**src/rtl/core/mmcs_pkg.sv**
```systemverilog
// Shared types and constants for the min/max contrast stretch core.
package mmcs_pkg;

  localparam int PIX_W = 16;
  localparam logic [PIX_W-1:0] PIX_MAX = 16'hFFFF;
  localparam int DIV_STEPS = PIX_W;
  localparam int STEP_W = $clog2(DIV_STEPS);

  localparam logic OP_LOAD = 1'b0;
  localparam logic OP_READ = 1'b1;

  // one read request passed from the front to the divider
  typedef struct packed {
    logic             valid;
    logic             eoi;
    logic [PIX_W-1:0] pixel;
    logic [PIX_W-1:0] lo;
    logic [PIX_W-1:0] hi;
    logic             ovf;
  } job_t;

endpackage

```
**src/rtl/core/mmcs_queue.sv**
```systemverilog
// Two-entry job queue between front end and divider.
module mmcs_queue (
  input  logic           clk,
  input  logic           rst,
  input  logic           push,
  input  mmcs_pkg::job_t push_data,
  output logic           full,
  input  logic           pop,
  output mmcs_pkg::job_t pop_data,
  output logic           empty
);
  import mmcs_pkg::*;

  job_t       slots [2];
  logic       wr_ptr;
  logic       rd_ptr;
  logic [1:0] count;

  assign full     = (count == 2'd2);
  assign empty    = (count == 2'd0);
  assign pop_data = slots[rd_ptr];

  always_ff @(posedge clk) begin
    if (push) begin
      slots[wr_ptr] <= push_data;
    end
  end

  always_ff @(posedge clk) begin
    if (rst) begin
      wr_ptr <= 1'b0;
      rd_ptr <= 1'b0;
      count  <= '0;
    end else begin
      if (push) begin
        wr_ptr <= ~wr_ptr;
      end
      if (pop) begin
        rd_ptr <= ~rd_ptr;
      end
      case ({push, pop})
        2'b10:   count <= count + 2'd1;
        2'b01:   count <= count - 2'd1;
        default: count <= count;
      endcase
    end
  end

endmodule

```
**config.mk**
```make
export PLATFORM = sky130hd
export DESIGN_NAME = mmcs_queue
export DESIGN_NICKNAME = d
export VERILOG_FILES = /design/src/rtl/core/mmcs_pkg.sv /design/src/rtl/core/mmcs_queue.sv
export SDC_FILE = /design/constraint.sdc
export NUM_CORES = 1
export LEC_CHECK = 0
export ABC_AREA = 1
export BUFFER_PORTS_ARGS = -buffer_cell sky130_fd_sc_hd__clkbuf_2
export CORE_MARGIN = 3
export CORE_UTILIZATION = 30
export CTS_CLUSTER_SIZE = 14
export DETAILED_ROUTE_END_ITERATION = 12
export RECOVER_POWER = 50
export SLEW_MARGIN = 20
export SYNTH_ARGS = -nofsm -noshare
export SYNTH_HDL_FRONTEND = slang
export SYNTH_SLANG_ARGS = --single-unit
```
**constraint.sdc**
```tcl
create_clock -name clk -period 5.6 [get_ports clk]
set_clock_uncertainty 0.05 [all_clocks]
set_input_delay 1.4 -clock clk [delete_from_list [all_inputs] [get_ports clk]]
set_output_delay 1.4 -clock clk [all_outputs]
set_load 0.02 [all_outputs]
```
# Yosys cells after proc, flatten, opt, wreduce, memory -nomap -nowiden
# Memory sizes are Yosys's and may differ from the RTL's. A register that Yosys moved wholly into a read port is not among the register bits.
# Index checks and enable logic that the tools add are counted.
# Widths: inputs -> output; s select.
# op_classes
bitwise	2
n_mux	5
n_reduce_logical	2
add_sub_neg	2
eq_ne	3
# ops
op	count
$eq 2x2->1 const B	2
$mux 1	4
$pmux 2 s2	1
$add 2x1->2 const B	1
$eq 2x1->1 const B	1
$logic_not 2->1	1
$not 1->1	2
$reduce_bool 2->1	1
$sub 2x1->2 const B	1
# totals
inputBits	55
regBits	4
wordCells	18
ram_bits	102
n_memories	1
output_inout_bits	53
# memory_table
memory	depth	width	read_ports	rd_ports_with_merged_regs	write_ports	line	source
slots	2	51	1	1	1	mmcs_queue.sv:14	job_t slots [2];

# Longest topological paths before layout
# Gate-level depths: netlist (run 1).
# logic_depth
ltp_word	3
mapped_depth	7
ltp_nobuf	7

# Least setup slack after synthesis (run 1)
# OpenSTA, ideal clock, no wires.
# synth_path
kind	input -> register
start	input push
end	memory slots[0][0] (netlist bit) (enable)
slack_ns	1.490
cell_stages	2
setup_ns	0.461
arrival_time_ns	3.599
cell_sequence	inv_1 nor2_1
# synth_between
elab_chain_len	2
# synth_rtl
item	line	source
start: declaration	mmcs_queue.sv:5	input logic push,
$mux 1	mmcs_queue.sv:24	if (push) begin
$mux 1 (not written as such)	mmcs_queue.sv:25	slots[wr_ptr] <= push_data;
end: declaration	mmcs_queue.sv:14	
# Every way passes these cells.

# Final worst setup path (run 1)
# layout_path
start	input push
end	memory slots[0][40] (netlist bit) (enable)
# The elaborated chain is that of the path after synthesis.

==> impl_results.md, run 1 <==
* Post-CTS Hold Buffers at 0
* Max_slew headroom at -0.406
* Result of the run: finished with violations
* Sequential fraction of the synthesis area at 0.760
* Dominant combinational cell family by area after synthesis: multiplexers
* Number of cell rows at 42
* PnR Total Power at between 1.5 and 2 mW
* Type of the most critical hold path: register to register
* Start point of the critical path: push
* Endpoints failing hold at 0
* Clock insertion delay at the later pin of the skew report at roughly 0.34 ns
* Clock Root Buffer: sky130_fd_sc_hd__clkbuf_16
* Number of levels the H-tree was split into at 3
* Minimum period implied by the final worst setup slack at 3.80 ns
* Area growth from synthesis to final layout at 20.6%
* WS Path Type: primary input to register
* Slew of the pin with the lowest slew margin at approximately 2.1 ns
* Synthesized area at 4160 µm²
* Worst reg2reg endpoint: slots[0][40]
* Max IR drop VDD at around 130 µV
* Count of buffers added by post-CTS timing repair for setup at 0
* Critical path required time at ~5.6 ns
* End point of the critical path: slots[0][40]
* Gp weighted congestion at about 0.69
* Count of input and output buffers at 107
* Share of layout cells above drive strength 1 at 0.402
* Basic-gate share of the synthesized area counting and, or, nand and nor cells at 0.0162
* Horizontal extent of the die at 124 µm
* Floorplan die area at about 15,000 µm²
* Number of global-route vias before repair at about 2,100
* Router iterations before antenna repair at 4
* Portion of netlist area occupied by mux cells at 0.183
* Average cell area after synthesis at 21.7 µm²
* Leakage Power at 1.90 nW
* Initial core utilization at 0.311
* Wire per inst at around 15 µm
* Crit-path max FO at 27
* Number of violations of the max-capacitance limit at 1
* # fillers at 1,307
* Sum of negative setup slack at 0 ns
* Synth Area in Compound Gates at 0.00241
* Setup repair after global routing missed its margin: no
* Antenna-violating nets left at 0
* Net count after synthesis at around 250
* Number of nets in the layout at around 360
* Post-synthesis share of cell area spent on xor and xnor gates at 0.00210
* Maximum number of pins on one net before global-route repair at between 50 and 60
* Violated checks: capacitance limit, slew limit
* Antenna violations before repair at 0
* Quantity of gates resized following cts at 0
* Inserted Diodes at 0
* Setup violators final at 0
* Category of the worst setup path capture point: register
* Clock sink count at around 110
* Count of mapped cells out of synthesis at about 190
* Period utilization at 0.678
* Total overflow reported by the global router at 0
* Number of cells on the worst reg-to-reg path at 2
* Wire length after detailed routing at a little over 7000 µm
* Post-synthesis register bit count at ~110
* Synthesis warning total at 0
* Post-Synth Adder-Cell Area at 0.00301
* Inserted Clock Buffers at 9
* HPWL Detailed at around 4800 µm
* Data arrival time of the critical path at 3.75 ns
* CTS tree: done
* DRC errors left at 0
* Final Cell Area at approximately 5000 µm²
* Total cell area at the placement stage at a little under 5000 µm²
* Ratio of total power to cell area at between 300 and 400 nW/µm²
* Worst slack, placed at 2.46 ns
* Type of element launching the critical path: primary input
* Launch instance of the worst register-to-register path: wr_ptr
* Gr usage total at 0.0975
* Ports placed on the boundary at approximately 110
* Routed via count divided by cell count at ~4.1
* Flop-to-flop setup slack at approximately 2.7 ns
* Number of different library cells in the post-synthesis netlist at 15
* Total via count in the routed design at 2,018
* Slack of the critical path at 1.80 ns
* Clock-pin transition on the worst setup and hold timing paths at 0.07 ns
* Die Height at around 120 µm
* Wire length of the first global-routing pass at 10,900 µm
* Initial DRC count at approximately 130
* Fin. max-slew vios at 26
* CTS Buffer Depth at 2
* Fmax at 0.263 GHz
* Core area at around 13,000 µm²
## cells in the final DEF, fill, tap and decap left out, types with 2 or more instances in the layout
master / count
sky130_fd_sc_hd__buf_4: 2
sky130_fd_sc_hd__clkbuf_1: 47
sky130_fd_sc_hd__clkbuf_16: 9
sky130_fd_sc_hd__clkbuf_2: 61
sky130_fd_sc_hd__clkinv_1: 4
sky130_fd_sc_hd__dfxtp_1: 4
sky130_fd_sc_hd__edfxtp_1: 102
sky130_fd_sc_hd__inv_1: 7
sky130_fd_sc_hd__mux2_4: 50
sky130_fd_sc_hd__nand2_1: 5
sky130_fd_sc_hd__nor2_1: 10
## area by class of cell
class / count / area (µm²) / share of cell area
tap: 176 / 220 / 0.0439
clock buffer: 11 / 233 / 0.0464
inverter: 7 / 26.3 / 0.00523
timing repair buffer: 109 / 493 / 0.0982
clock inverter: 5 / 20.0 / 0.00399
multi-input combinational: 72 / 861 / 0.171
sequential: 107 / 3170 / 0.631
## cell usage after synthesis
master	count	area, µm²
sky130_fd_sc_hd__buf_6	1	11.3
sky130_fd_sc_hd__xnor2_1	1	8.76
sky130_fd_sc_hd__nand4_1	1	6.26
sky130_fd_sc_hd__mux2_2	1	11.3
sky130_fd_sc_hd__dfxtp_1	5	100
sky130_fd_sc_hd__buf_12	5	100
sky130_fd_sc_hd__mux2_4	50	751
sky130_fd_sc_hd__a21oi_1	1	5.00
sky130_fd_sc_hd__nor2_1	10	37.5
sky130_fd_sc_hd__ha_1	1	12.5
sky130_fd_sc_hd__inv_1	7	26.3
sky130_fd_sc_hd__nand2_1	5	18.8
sky130_fd_sc_hd__edfxtp_1	102	3060
sky130_fd_sc_hd__o21ai_0	1	5.00
sky130_fd_sc_hd__nor3_1	1	5.00
## worst min-delay path by stage
stage,startpoint,endpoint,cells after the start
finish,wr_ptr,wr_ptr,2
global route,wr_ptr,wr_ptr,2
CTS,rd_ptr,rd_ptr,2
detailed placement,rd_ptr,register,2
global placement,rd_ptr,rd_ptr,2
floorplan,rd_ptr,register,2
## stage by stage
| stage | hold WS [ns] | util | std cells |
|---|---|---|---|
| 6_report | 0.468 | 0.375 | 487 |
| 5_1_grt | 0.486 | 0.375 | 487 |
| 4_1_cts | 0.480 | 0.379 | 487 |
| 3_5_place_dp | 0.454 | 0.361 | 471 |
| 3_3_place_gp | 0.446 | 0.361 | 471 |
| 2_1_floorplan | 0.430 | - | 192 |
## where the power goes
group	internal, mW	leakage [nW]	switching (mW)
Sequential	0.925	1.00	0.0312
Clock	0.295	0.123	0.254
Combinational	0.102	0.776	0.112
Total	1.32	1.90	0.398
## flip-flops by register name (all words and copies together), names as in the netlist, named ones only
name,count
rd_ptr,1
count,2
slots,102
wr_ptr,1
## critical path, cell delays in order
cell and delay (ns):
sky130_fd_sc_hd__clkbuf_1 0.12, sky130_fd_sc_hd__inv_1 0.07, sky130_fd_sc_hd__nor2_1 1.54, sky130_fd_sc_hd__buf_4 0.57
## per-layer routing
metal / GRT usage / share of wire
met1: 0.111 / 0.41
met2: 0.160 / 0.50
met3: 0.0309 / 0.065
met4: 0.0581 / 0.026
met5: 0 / 0
## cells by family after synthesis
logic type,after synthesis
AO/OA/AOI/OAI,2
XOR/XNOR,1
adder cells (fa/ha/maj),1
buffers and inverters,13
flip-flops,107
multiplexers,51
AND/OR/NAND/NOR,17
(Power assumes the default switching activity.)
==> run 2: changes to the inputs <==
==> constraint.sdc (replaced) <==
create_clock -name clk -period 3.5 [get_ports clk]
set_clock_uncertainty 0.05 [all_clocks]
set_input_delay 0.875 -clock clk [delete_from_list [all_inputs] [get_ports clk]]
set_output_delay 0.875 -clock clk [all_outputs]
set_load 0.02 [all_outputs]
==> run 2 against run 1 <==
  * The flow still finishes with violations (capacitance limit, slew limit)
  * Sequential power rose by 59%
  * Die area unchanged
  * Combinational power grew 70%
==> impl_results.md, run 2 (same netlist as run 1, synthesis figures left out) <==
* Setup repair after global routing missed its margin: no
* Gp weighted congestion at 0.642
* Total overflow reported by the global router at 0
* Router iterations before antenna repair at 4
* Number of cell rows at between 40 and 50
* Final hold slack at between 0.4 and 0.5 ns
* Max IR drop VDD at 271 µV
* Highest-delay cell along the critical path: sky130_fd_sc_hd__dfxtp_4
* Slack of the critical path at approximately 0.68 ns
* Violated checks: capacitance limit, slew limit
* Crit-path cells: buf_4, mux2_4, clkbuf_2
* Result of the run: finished with violations
* Routed via count divided by cell count at between 4 and 5
* Antenna-violating nets left at 0
* Number of violations of the max-capacitance limit at 1
* WS Path Type: register to output pin
* Fmax at 0.354 GHz
* Worst slack, placed at approximately 1.0 ns
* Clock-pin transition on the worst setup and hold timing paths at about 0.06 ns
* Antenna violations before repair at 0
* Inserted Clock Buffers at 9
* Post-CTS Hold Buffers at 0
* PnR Total Power at between 2 and 3 mW
* Leakage Power at just under 2 nW
* Share of layout cells above drive strength 1 at 0.427
* Setup violators final at 0
* Category of the worst setup path capture point: output pin
* Initial core utilization at 0.311
* Type of the most critical hold path: register to register
* DRC errors left at 0
* Wire length after detailed routing at 7230 µm
* Critical path required time at approximately 2.6 ns
* Crit-path max FO at 31
* Endpoints failing hold at 0
* Slew of the pin with the lowest slew margin at roughly 1.8 ns
* Type of element launching the critical path: register
* Die Height at 124 µm
* Gr usage total at 0.0991
* Wire per inst at about 15 µm
* Largest regs: slots (102), count (2)
* Floorplan die area at 15,300 µm²
* Kind of cell adding the most delay to the critical path: flip-flops
* Clock sink count at 107
* Ratio of total power to cell area at between 500 and 600 nW/µm²
* Register containing the most flip-flops in the final layout: slots
* Max_slew headroom at -0.205
* # fillers at 1,283
* Horizontal extent of the die at roughly 120 µm
* Initial DRC count at 130
* CTS Buffer Depth at 2
* Count of buffers added by post-CTS timing repair for setup at 0
* Number of levels the H-tree was split into at 3
* Maximum number of pins on one net before global-route repair at 34
* Data arrival time of the critical path at 1.90 ns
* Period utilization at 0.806
* Minimum period implied by the final worst setup slack at 2.82 ns
* Clock Root Buffer: sky130_fd_sc_hd__clkbuf_16
* Most frequent cells in the layout: 102 x sky130_fd_sc_hd__edfxtp_1, 63 x sky130_fd_sc_hd__clkbuf_2, 50 x sky130_fd_sc_hd__mux2_4
* HPWL Detailed at about 4900 µm
* Inserted Diodes at 0
* CP bufs+invs at 2
* Total via count in the routed design at 2,039
* Ports placed on the boundary at ~110
* Fin. max-slew vios at 19
* Number of flip-flops in the largest register at about 100
* Most common cell after layout, fill and taps aside: sky130_fd_sc_hd__edfxtp_1
* Number of nets in the layout at between 300 and 400
* Wire length of the first global-routing pass at approximately 11,000 µm
* Number of global-route vias before repair at 2,088
* Clock insertion delay at the later pin of the skew report at 0.34 ns
* Count of input and output buffers at ~110
* Highest cell delay on the worst timing path at 0.75 ns
* Area growth from synthesis to final layout at 22.6%
* Core area at between 10,000 and 15,000 µm²
* Sum of negative setup slack at 0 ns
* CTS tree: done
* Quantity of gates resized following cts at 0
run 2: changes by cell type in the layout (fill, tap and decap cells not counted), sizes merged:
cell	change
buf	+3
clkinvlp	+1
clkinv	-1
bufinv	+1
clkbuf	-1
run 2: worst reg2reg max path: stages, from the launching register on:
cell	delay, ns
sky130_fd_sc_hd__dfxtp_1	0.32
sky130_fd_sc_hd__nor2_1	1.34
sky130_fd_sc_hd__buf_12	0.33
run 2: final cells by class:
type | count | area (µm²) | share of cell area
well taps | 176 | 220 | 0.0432
clock inverters | 6 | 56.3 | 0.0110
clock buffers | 10 | 229 | 0.0449
inverters | 7 | 26.3 | 0.00515
multi-input cells | 72 | 861 | 0.169
flip-flops and latches | 107 | 3170 | 0.621
repair buffers | 112 | 543 | 0.106
run 2: through the flow:
stage               cell area [µm²]  cells   util
CTS                            5160    490  0.385
global route                   5100    490  0.381
finish                         5100    490  0.381
global placement               4880    474  0.364
floorplan                      4160    192      -
detailed placement             4880    474  0.364
run 2: final timing paths:
kind	startpoint	to	slack, ns	cells after the start
hold reg to reg	wr_ptr	wr_ptr	0.47	2
setup reg to reg	wr_ptr	slots[0][17]	1.11	2
hold / removal	wr_ptr	wr_ptr	0.47	2
setup / recovery	register	pop_data[26]	0.68	3
run 2: power by group:
part	internal [mW]	leakage (nW)	total, mW	switching, mW
registers	1.48	1.00	1.52	0.0386
clock network	0.548	0.140	0.970	0.422
logic	0.169	0.805	0.363	0.194
total	2.20	1.94	2.85	0.655
run 2: routing by layer:
layer	track usage	vias up	routed length [µm]
li1	-	970	-
met1	0.107	983	2870
met2	0.164	76	3670
met3	0.0500	10	589
met4	0.0436	0	97
met5	0	-	0
