===== src/rtl/core/mmcs_pkg.sv =====
// Shared types and constants for the min/max contrast stretch core.
package mmcs_pkg;

  localparam int PIX_W = 16;
  localparam logic [PIX_W-1:0] PIX_MAX = 16'hFFFF;
  localparam int DIV_STEPS = PIX_W;
  localparam int STEP_W = $clog2(DIV_STEPS);

  localparam logic OP_LOAD = 1'b0;
  localparam logic OP_READ = 1'b1;

  // one read request passed from the front to the divider
  typedef struct packed {
    logic             valid;
    logic             eoi;
    logic [PIX_W-1:0] pixel;
    logic [PIX_W-1:0] lo;
    logic [PIX_W-1:0] hi;
    logic             ovf;
  } job_t;

endpackage


===== src/rtl/core/mmcs_back.sv =====
// Back end: radix-2 divider that scales a pixel into the output range.
module mmcs_back (
  input  logic           clk,
  input  logic           rst,
  input  logic           q_empty,
  input  mmcs_pkg::job_t job,
  output logic           pop,
  output logic           done,
  output logic           valid_res,
  output logic [15:0]    norm_value,
  output logic           end_of_image,
  output logic [15:0]    min_value,
  output logic [15:0]    max_value,
  output logic           overflow
);
  import mmcs_pkg::*;

  localparam logic B_IDLE = 1'b0;
  localparam logic B_DIV  = 1'b1;

  logic               state;
  logic [STEP_W-1:0]  step;
  logic [PIX_W-1:0]   rem;
  logic [PIX_W-1:0]   num;
  logic [PIX_W-1:0]   dvs;
  logic [PIX_W-1:0]   quo;

  logic               trivial;
  logic [PIX_W-1:0]   diff;
  logic [2*PIX_W-1:0] scaled;
  logic [PIX_W:0]     rem_sh;
  logic               fits;

  assign pop     = (state == B_IDLE) && !q_empty;
  assign trivial = !job.valid || (job.hi <= job.lo) || (job.pixel <= job.lo);
  assign diff    = job.pixel - job.lo;
  // diff * 65535
  assign scaled  = {diff, {PIX_W{1'b0}}} - {{PIX_W{1'b0}}, diff};

  assign rem_sh  = {rem, num[PIX_W-1]};
  assign fits    = rem_sh >= {1'b0, dvs};

  always_ff @(posedge clk) begin
    if (rst) begin
      state <= B_IDLE;
      done  <= 1'b0;
    end else begin
      done <= 1'b0;
      case (state)
        B_IDLE: begin
          if (pop) begin
            valid_res    <= job.valid;
            end_of_image <= job.eoi;
            min_value    <= job.lo;
            max_value    <= job.hi;
            overflow     <= job.ovf;
            rem          <= scaled[2*PIX_W-1:PIX_W];
            num          <= scaled[PIX_W-1:0];
            dvs          <= job.hi - job.lo;
            step         <= '0;
            if (trivial) begin
              norm_value <= '0;
              done       <= 1'b1;
            end else begin
              state <= B_DIV;
            end
          end
        end
        default: begin
          rem  <= fits ? PIX_W'(rem_sh - {1'b0, dvs}) : rem_sh[PIX_W-1:0];
          num  <= {num[PIX_W-2:0], 1'b0};
          quo  <= {quo[PIX_W-2:0], fits};
          step <= step + 1'b1;
          if (step == STEP_W'(DIV_STEPS - 1)) begin
            norm_value <= {quo[PIX_W-2:0], fits};
            done       <= 1'b1;
            state      <= B_IDLE;
          end
        end
      endcase
    end
  end

endmodule


===== config.mk =====
export PLATFORM = sky130hd
export DESIGN_NAME = mmcs_back
export DESIGN_NICKNAME = d
export VERILOG_FILES = /design/src/rtl/core/mmcs_pkg.sv /design/src/rtl/core/mmcs_back.sv
export SDC_FILE = /design/constraint.sdc
export NUM_CORES = 1
export LEC_CHECK = 0
export BUFFER_PORTS_ARGS = -buffer_cell sky130_fd_sc_hd__buf_4
export CAP_MARGIN = 10
export CORE_MARGIN = 1.5
export CORE_UTILIZATION = 36
export DETAILED_ROUTE_END_ITERATION = 8
export PLACE_DENSITY = 0.64
export SYNTH_ARGS = -nofsm -noshare
export SYNTH_HDL_FRONTEND = slang
export SYNTH_SLANG_ARGS = --single-unit

===== constraint.sdc =====
create_clock -name clk -period 4.8 [get_ports clk]
set_input_delay 0.24 -clock clk [delete_from_list [all_inputs] [get_ports clk]]
set_output_delay 0.24 -clock clk [all_outputs]
set_load 0.05 [all_outputs]

== Word-level counts from Yosys, hierarchy flattened ==
Index checks and enable logic that the tools add are counted.
Storage, ports and cells
  register bits after elaboration: 120
  latch bits: 0
  memory bits (writable): 0
  bits in read-only memories: 0
  input port bits: 54
  output and inout bits: 53
  memories: 0
Cells by class
  $add $sub $neg: 5
  multipliers: 0
  div/mod/pow operators: 0
  $lt $le $gt $ge: 3
  equality and inequality tests: 2
  shift operators: 0
  multiplexer cells: 19
  bitwise logic cells: 2
  reductions and logical operators: 11
Operators by type and width (number)
  $mux 16: 9
  $sub 16x16->16: 3
  $le 16x16->1: 2
  $sub 32x16->32: 1
  $ge 17x16->1: 1
  $mux 1: 8
  $mux 4: 2
  $add 4x1->4 const B: 1
  $eq 4x4->1 const B: 1
  $reduce_and 2->1: 2
  $reduce_and 4->1: 1
  $reduce_bool 2->1: 2
  $reduce_and 3->1: 1
  $logic_not 1->1: 2
  $logic_or 1x1->1: 2
  $ne 2x1->1 const B: 1
  $not 1->1: 2
  $logic_and 1x1->1: 1

== Longest topological paths before layout ==
  depth after elaboration: 6
  depth in mapped cells: 15
  gate-level depth less buffers: 14

== Worst setup path before layout ==
OpenSTA, ideal clock, no wires.
  kind: register to register
  start: register state
  end: register dvs[0], enable pin
  arrival: 4.406 ns
  required time: 4.278 ns
  path slack: -0.129 ns
  cell stages (with the launch flop): 5
  path buffers: 3
  clock period less this slack: 4.929 ns
  path through: dfxtp_1 clkbuf_1 clkbuf_1 clkbuf_1 nor3_1
Between the ends
  cells in the longest elaborated chain, start to end: 3
RTL lines
  start, declared: line mmcs_back.sv:21  | logic state;
  start signal, assigned: line mmcs_back.sv:45  | state <= B_IDLE;
  start signal, assigned: line mmcs_back.sv:65  | state <= B_DIV;
  start signal, assigned: line mmcs_back.sv:77  | state <= B_IDLE;
  $not 1->1 (no line) (*)
  $logic_and 1x1->1: line mmcs_back.sv:34  | assign pop = (state == B_IDLE) && !q_empty;
  $reduce_and 3->1 (no line) (*)
  end signal, assigned: line mmcs_back.sv:59  | dvs <= job.hi - job.lo;
  end, declared: line mmcs_back.sv:25  | logic [PIX_W-1:0] dvs;
Every way passes the cells marked *; elsewhere a longest branch is shown, timed or not.
A chain may end at the register's enable or synchronous reset.

== Worst setup path after layout ==
  start: input job[21] (netlist bit)
  end: register num[9] (data pin)
Between the ends
  cells in the longest elaborated chain, start to end: 4
RTL lines
  start, declared: line mmcs_back.sv:6  | input mmcs_pkg::job_t job,
  $sub 16x16->16: line mmcs_back.sv:36  | assign diff = job.pixel - job.lo;
  $sub 32x16->32: line mmcs_back.sv:38  | assign scaled = {diff, {PIX_W{1'b0}}} - {{PIX_W{1'b0}}, diff};
  $mux 16: line mmcs_back.sv:51  | if (pop) begin
  $mux 16: line mmcs_back.sv:49  | case (state)
  end signal, assigned: line mmcs_back.sv:58  | num <= scaled[PIX_W-1:0];
  end signal, assigned: line mmcs_back.sv:71  | num <= {num[PIX_W-2:0], 1'b0};
  end, declared: line mmcs_back.sv:24  | logic [PIX_W-1:0] num;
No other way between the ends. The select of a mux whose other input is x is not followed.

==> flow_results.xml <==
<?xml version="1.0" encoding="UTF-8"?>
<metrics>
  <group name="synthesis">
    <metric name="syn_area" unit="sq mm">0.007322</metric>
    <metric name="async_reset_ff_share" unit="%">0</metric>
    <metric name="synth.lib_cells_used.distinct" unit="">72</metric>
    <metric name="ys.warnings.count" unit="">0</metric>
    <metric name="synth_fp_nets" unit="">790</metric>
    <metric name="synth_sequential_area_ratio" unit="%">48.94</metric>
    <metric name="synthTopCellsByArea" unit="">sky130_fd_sc_hd__edfxtp_1 (48%), sky130_fd_sc_hd__ha_1 (8.7%), sky130_fd_sc_hd__inv_1 (3.0%)</metric>
    <metric name="synth_seq_cells" unit="">120</metric>
    <metric name="ys.flop_type" unit="">sky130_fd_sc_hd__edfxtp_1</metric>
    <metric name="post_synth.cell_area_avg" unit="sq um">10.74</metric>
    <metric name="netlist.area_leader.share" unit="%">48.39</metric>
    <metric name="synthDominantAreaCellType" unit="">sky130_fd_sc_hd__edfxtp_1</metric>
    <metric name="postSynthCellCount" unit="">682</metric>
    <metric name="post-synth-top-count-cell" unit="">sky130_fd_sc_hd__edfxtp_1</metric>
    <metric name="synth_commonest_cells" unit="">sky130_fd_sc_hd__edfxtp_1 (118), sky130_fd_sc_hd__inv_1 (58), sky130_fd_sc_hd__nand2_1 (57)</metric>
    <metric name="synth-edff-count" unit="">118</metric>
  </group>
  <group name="die">
    <metric name="placementRows" unit="">51</metric>
    <metric name="floorplan.io_pins" unit="">107</metric>
    <metric name="core" unit="sq mm">0.01972</metric>
    <metric name="fp.dieArea" unit="sq mm">0.02120</metric>
    <metric name="die_y" unit="microns">145.6</metric>
    <metric name="start_util" unit="%">37.13</metric>
    <metric name="horiz_die_dim" unit="microns">145.6</metric>
  </group>
  <group name="worst_setup_path">
    <metric name="cp_common_cell" unit="">sky130_fd_sc_hd__o21ai_1</metric>
    <metric name="critPathLaunchType" unit="">input pin</metric>
    <metric name="worstPathRequired" unit="ns">4.97</metric>
    <metric name="crit_path_cell_trace" unit="">dlygate4sd3_1 -&gt; buf_4 -&gt; inv_1 -&gt; ha_1 -&gt; o21ai_1 -&gt; o21ai_1 -&gt; nand2_1 -&gt; o31a_2 -&gt; xnor2_2 -&gt; or2_4 -&gt; a2111o_4 -&gt; o31ai_2 -&gt; a21oi_1 -&gt; mux2_2</metric>
    <metric name="critical_path.n_buffers_inverters" unit="">3</metric>
    <metric name="cp-end-kind" unit="">flip-flop</metric>
    <metric name="worst_path_dominant_cell_family" unit="">compound AO/OA/AOI/OAI gates</metric>
    <metric name="worstSetupPathType" unit="">in2reg</metric>
    <metric name="worst_r2r_path_depth" unit="">12</metric>
    <metric name="critical_path_peak_fanout" unit="">7</metric>
    <metric name="cp_num_cells" unit="">14</metric>
    <metric name="slowest_cell_on_the_critical_path" unit="">sky130_fd_sc_hd__dlygate4sd3_1</metric>
    <metric name="cpPeakStageDelay" unit="ns">0.53</metric>
    <metric name="cp_data_arrival_time" unit="ns">4.07</metric>
  </group>
  <group name="global_routing">
    <metric name="number_of_antenna_violations_at_the_first_check_in_global_routing" unit="">0</metric>
    <metric name="grt_pass1_vias" unit="">5539</metric>
    <metric name="pin_count_of_the_biggest_net_entering_global_routing" unit="">72</metric>
    <metric name="grt_first_pass_wirelength" unit="microns">29290</metric>
    <metric name="track_usage" unit="%">17.59</metric>
    <metric name="globalRouteOverflowTotal" unit="">0</metric>
  </group>
  <group name="power">
    <metric name="static-leakage-power" unit="nW">3.764</metric>
    <metric name="cellPowerDensity" unit="mW/mm^2">363.9</metric>
    <metric name="fin_total_pwr" unit="mW">3.378</metric>
    <metric name="largest_voltage_drop_on_the_vdd_net" unit="mV">0.2479</metric>
  </group>
  <group name="timing">
    <metric name="setup_violations" unit="">0</metric>
    <metric name="fin_crit_sh" unit="%">81.33</metric>
    <metric name="min_period" unit="ns">3.904</metric>
    <metric name="finalHoldViolations" unit="">0</metric>
    <metric name="relSlewSlack" unit="%">51.81</metric>
    <metric name="finalClockSkew" unit="ns">0.008625</metric>
    <metric name="setup_slack" unit="ns">0.8961</metric>
    <metric name="max_clock_freq" unit="GHz">0.2562</metric>
    <metric name="tightest_slew" unit="ns">0.7228</metric>
    <metric name="final-max-slew-violation-count" unit="">0</metric>
    <metric name="whs" unit="ns">0.01348</metric>
    <metric name="tns" unit="ns">0</metric>
    <metric name="rsz0062_at_grt" unit="">false</metric>
  </group>
  <group name="finish">
    <metric name="fin_area" unit="sq mm">0.009283</metric>
    <metric name="fillers" unit="">1804</metric>
    <metric name="layoutNonFillerInstCount" unit="">1098</metric>
    <metric name="post_route_cells_drive_above_1_share" unit="%">21.13</metric>
    <metric name="synthToLayoutAreaGrowth" unit="%">26.78</metric>
    <metric name="antenna-diode-count" unit="">0</metric>
    <metric name="layout.nets" unit="">928</metric>
    <metric name="layout.core_utilization" unit="%">47.08</metric>
  </group>
  <group name="clock_network">
    <metric name="postCtsHoldBufs" unit="">20</metric>
    <metric name="tritoncts_clock_tree" unit="">done</metric>
    <metric name="cts.htree.levels" unit="">4</metric>
    <metric name="clk_root_buffer_cell" unit="">sky130_fd_sc_hd__clkbuf_16</metric>
    <metric name="cts.sink_count" unit="">120</metric>
    <metric name="max-clock-path-buffers" unit="">2</metric>
    <metric name="cts_inserted_buffers" unit="">17</metric>
    <metric name="cts_setup_buffers" unit="">0</metric>
    <metric name="clock_latency" unit="ns">0.42</metric>
    <metric name="cts.repair.resized" unit="">0</metric>
    <metric name="worst_setup_hold_path_clk_slew" unit="ns">0.06</metric>
  </group>
  <group name="routing">
    <metric name="finalWirelength" unit="microns">18000</metric>
    <metric name="num_vias" unit="">5587</metric>
    <metric name="drt-vias-per-instance" unit="">5.088</metric>
    <metric name="route.detailed.drc" unit="">0</metric>
    <metric name="final_ant_viol_nets" unit="">0</metric>
    <metric name="detailedRoute.firstPassIterationCount" unit="">5</metric>
    <metric name="drt_first_iter_violations" unit="">418</metric>
    <metric name="post_drt_wl_per_cell" unit="microns">16.40</metric>
  </group>
  <group name="placed_design">
    <metric name="io_buffer_count" unit="">106</metric>
    <metric name="dpl_worst_slack" unit="ns">0.9719</metric>
    <metric name="place.gp.congestion" unit="">0.8860</metric>
    <metric name="placed_cells_incl_taps" unit="">1038</metric>
    <metric name="placement.cell_area" unit="sq mm">0.008428</metric>
    <metric name="detailed_place_hpwl" unit="microns">13140</metric>
  </group>
  <group name="worst_hold_path">
    <metric name="hold_path_depth" unit="">1</metric>
    <metric name="hp-class" unit="">in2reg</metric>
  </group>
  <group name="run">
    <metric name="max_cap_viol_count" unit="">0</metric>
  </group>
  <group name="outcome">
    <metric name="outcome" unit="">finished, final reports clean</metric>
  </group>
</metrics>
worst paths after layout:
path,start,endpoint,slack (ns)
max,job[21],num[9],0.90
min,job[9],max_value[8],0.01
max reg2reg,rem[0],rem[13],1.40
min reg2reg,quo[4],quo[5],0.44
worst reg2reg max path, stage by stage, from the launching register on:
cell                       delay [ns]
sky130_fd_sc_hd__edfxtp_1        0.44
sky130_fd_sc_hd__ha_1            0.33
sky130_fd_sc_hd__nor2b_1         0.13
sky130_fd_sc_hd__o21ai_0         0.21
sky130_fd_sc_hd__a21boi_0        0.17
sky130_fd_sc_hd__o31ai_1         0.63
sky130_fd_sc_hd__o31ai_1         0.17
sky130_fd_sc_hd__o221ai_1        0.24
sky130_fd_sc_hd__a21oi_2         0.12
sky130_fd_sc_hd__buf_4           0.24
sky130_fd_sc_hd__mux2_2          0.30
sky130_fd_sc_hd__nand2_1         0.06
sky130_fd_sc_hd__o21ai_0         0.08
registers in the layout, summed over array words and instances (netlist names):
name	flops
norm_value	16
end_of_image	1
overflow	1
rem	16
quo	15
step	4
max_value	16
num	16
done	1
valid_res	1
state	1
dvs	16
min_value	16
area by class of cell:
class | instances | area, sq um | share of cell area (%)
clock buffer | 17 | 425.4 | 4.583
clock inverter | 15 | 151.4 | 1.631
timing repair buffer | 139 | 1111 | 11.97
inverter | 59 | 221.5 | 2.386
tap | 265 | 331.6 | 3.572
multi-input combinational | 483 | 3457 | 37.24
sequential | 120 | 3585 | 38.62
per-layer routing:
| layer | GRT usage (%) | wire [microns] | part of all wire (%) | up-vias |
|---|---|---|---|---|
| met1 | 23.65 | 8351 | 46 | 2651 |
| met5 | 0 | 0 | 0 | - |
| met2 | 27.60 | 8437 | 47 | 124 |
| met4 | 7.551 | 490 | 2.7 | 0 |
| met3 | 3.511 | 724 | 4.0 | 27 |
| li1 | - | - | - | 2785 |
placed cells by master (no fill, tap or decap), types with 4 or more instances in the layout:
master,count
sky130_fd_sc_hd__o21ai_1,8
sky130_fd_sc_hd__ha_1,51
sky130_fd_sc_hd__o21ai_0,43
sky130_fd_sc_hd__mux2i_1,5
sky130_fd_sc_hd__a21o_1,11
sky130_fd_sc_hd__o211ai_1,12
sky130_fd_sc_hd__a21boi_0,6
sky130_fd_sc_hd__o21bai_1,4
sky130_fd_sc_hd__clkinv_4,4
sky130_fd_sc_hd__xor2_1,23
sky130_fd_sc_hd__a21oi_1,33
sky130_fd_sc_hd__o21a_1,11
sky130_fd_sc_hd__nand4_1,7
sky130_fd_sc_hd__or3_1,5
sky130_fd_sc_hd__nor2_1,47
sky130_fd_sc_hd__nand2b_1,9
sky130_fd_sc_hd__mux2_2,5
sky130_fd_sc_hd__nor3_1,12
sky130_fd_sc_hd__nor2b_1,7
sky130_fd_sc_hd__buf_4,112
sky130_fd_sc_hd__a31oi_1,5
sky130_fd_sc_hd__edfxtp_1,118
sky130_fd_sc_hd__inv_1,58
sky130_fd_sc_hd__and2_1,19
sky130_fd_sc_hd__xnor2_1,23
sky130_fd_sc_hd__nand3_1,14
sky130_fd_sc_hd__o31ai_1,5
sky130_fd_sc_hd__dlygate4sd3_1,27
sky130_fd_sc_hd__nand2_1,57
sky130_fd_sc_hd__clkbuf_16,17
report_power, final:
part,leakage [nW],switching [mW],internal (mW),total [mW]
combinational,2.36,0.514,0.334,0.848
clock,0.283,0.498,0.764,1.26
sequential,1.12,0.0228,1.25,1.27
logic make-up after synthesis:
| logic type | share of synthesized area [%] |
|---|---|
| adder cells (fa/ha/maj) | 9.535 |
| flip-flops | 48.94 |
| buffers and inverters | 4.204 |
| XOR/XNOR | 5.947 |
| AO/OA/AOI/OAI | 16.58 |
| AND/OR/NAND/NOR | 13.35 |
| multiplexers | 1.452 |
Power figures use the tool's default switching activity.
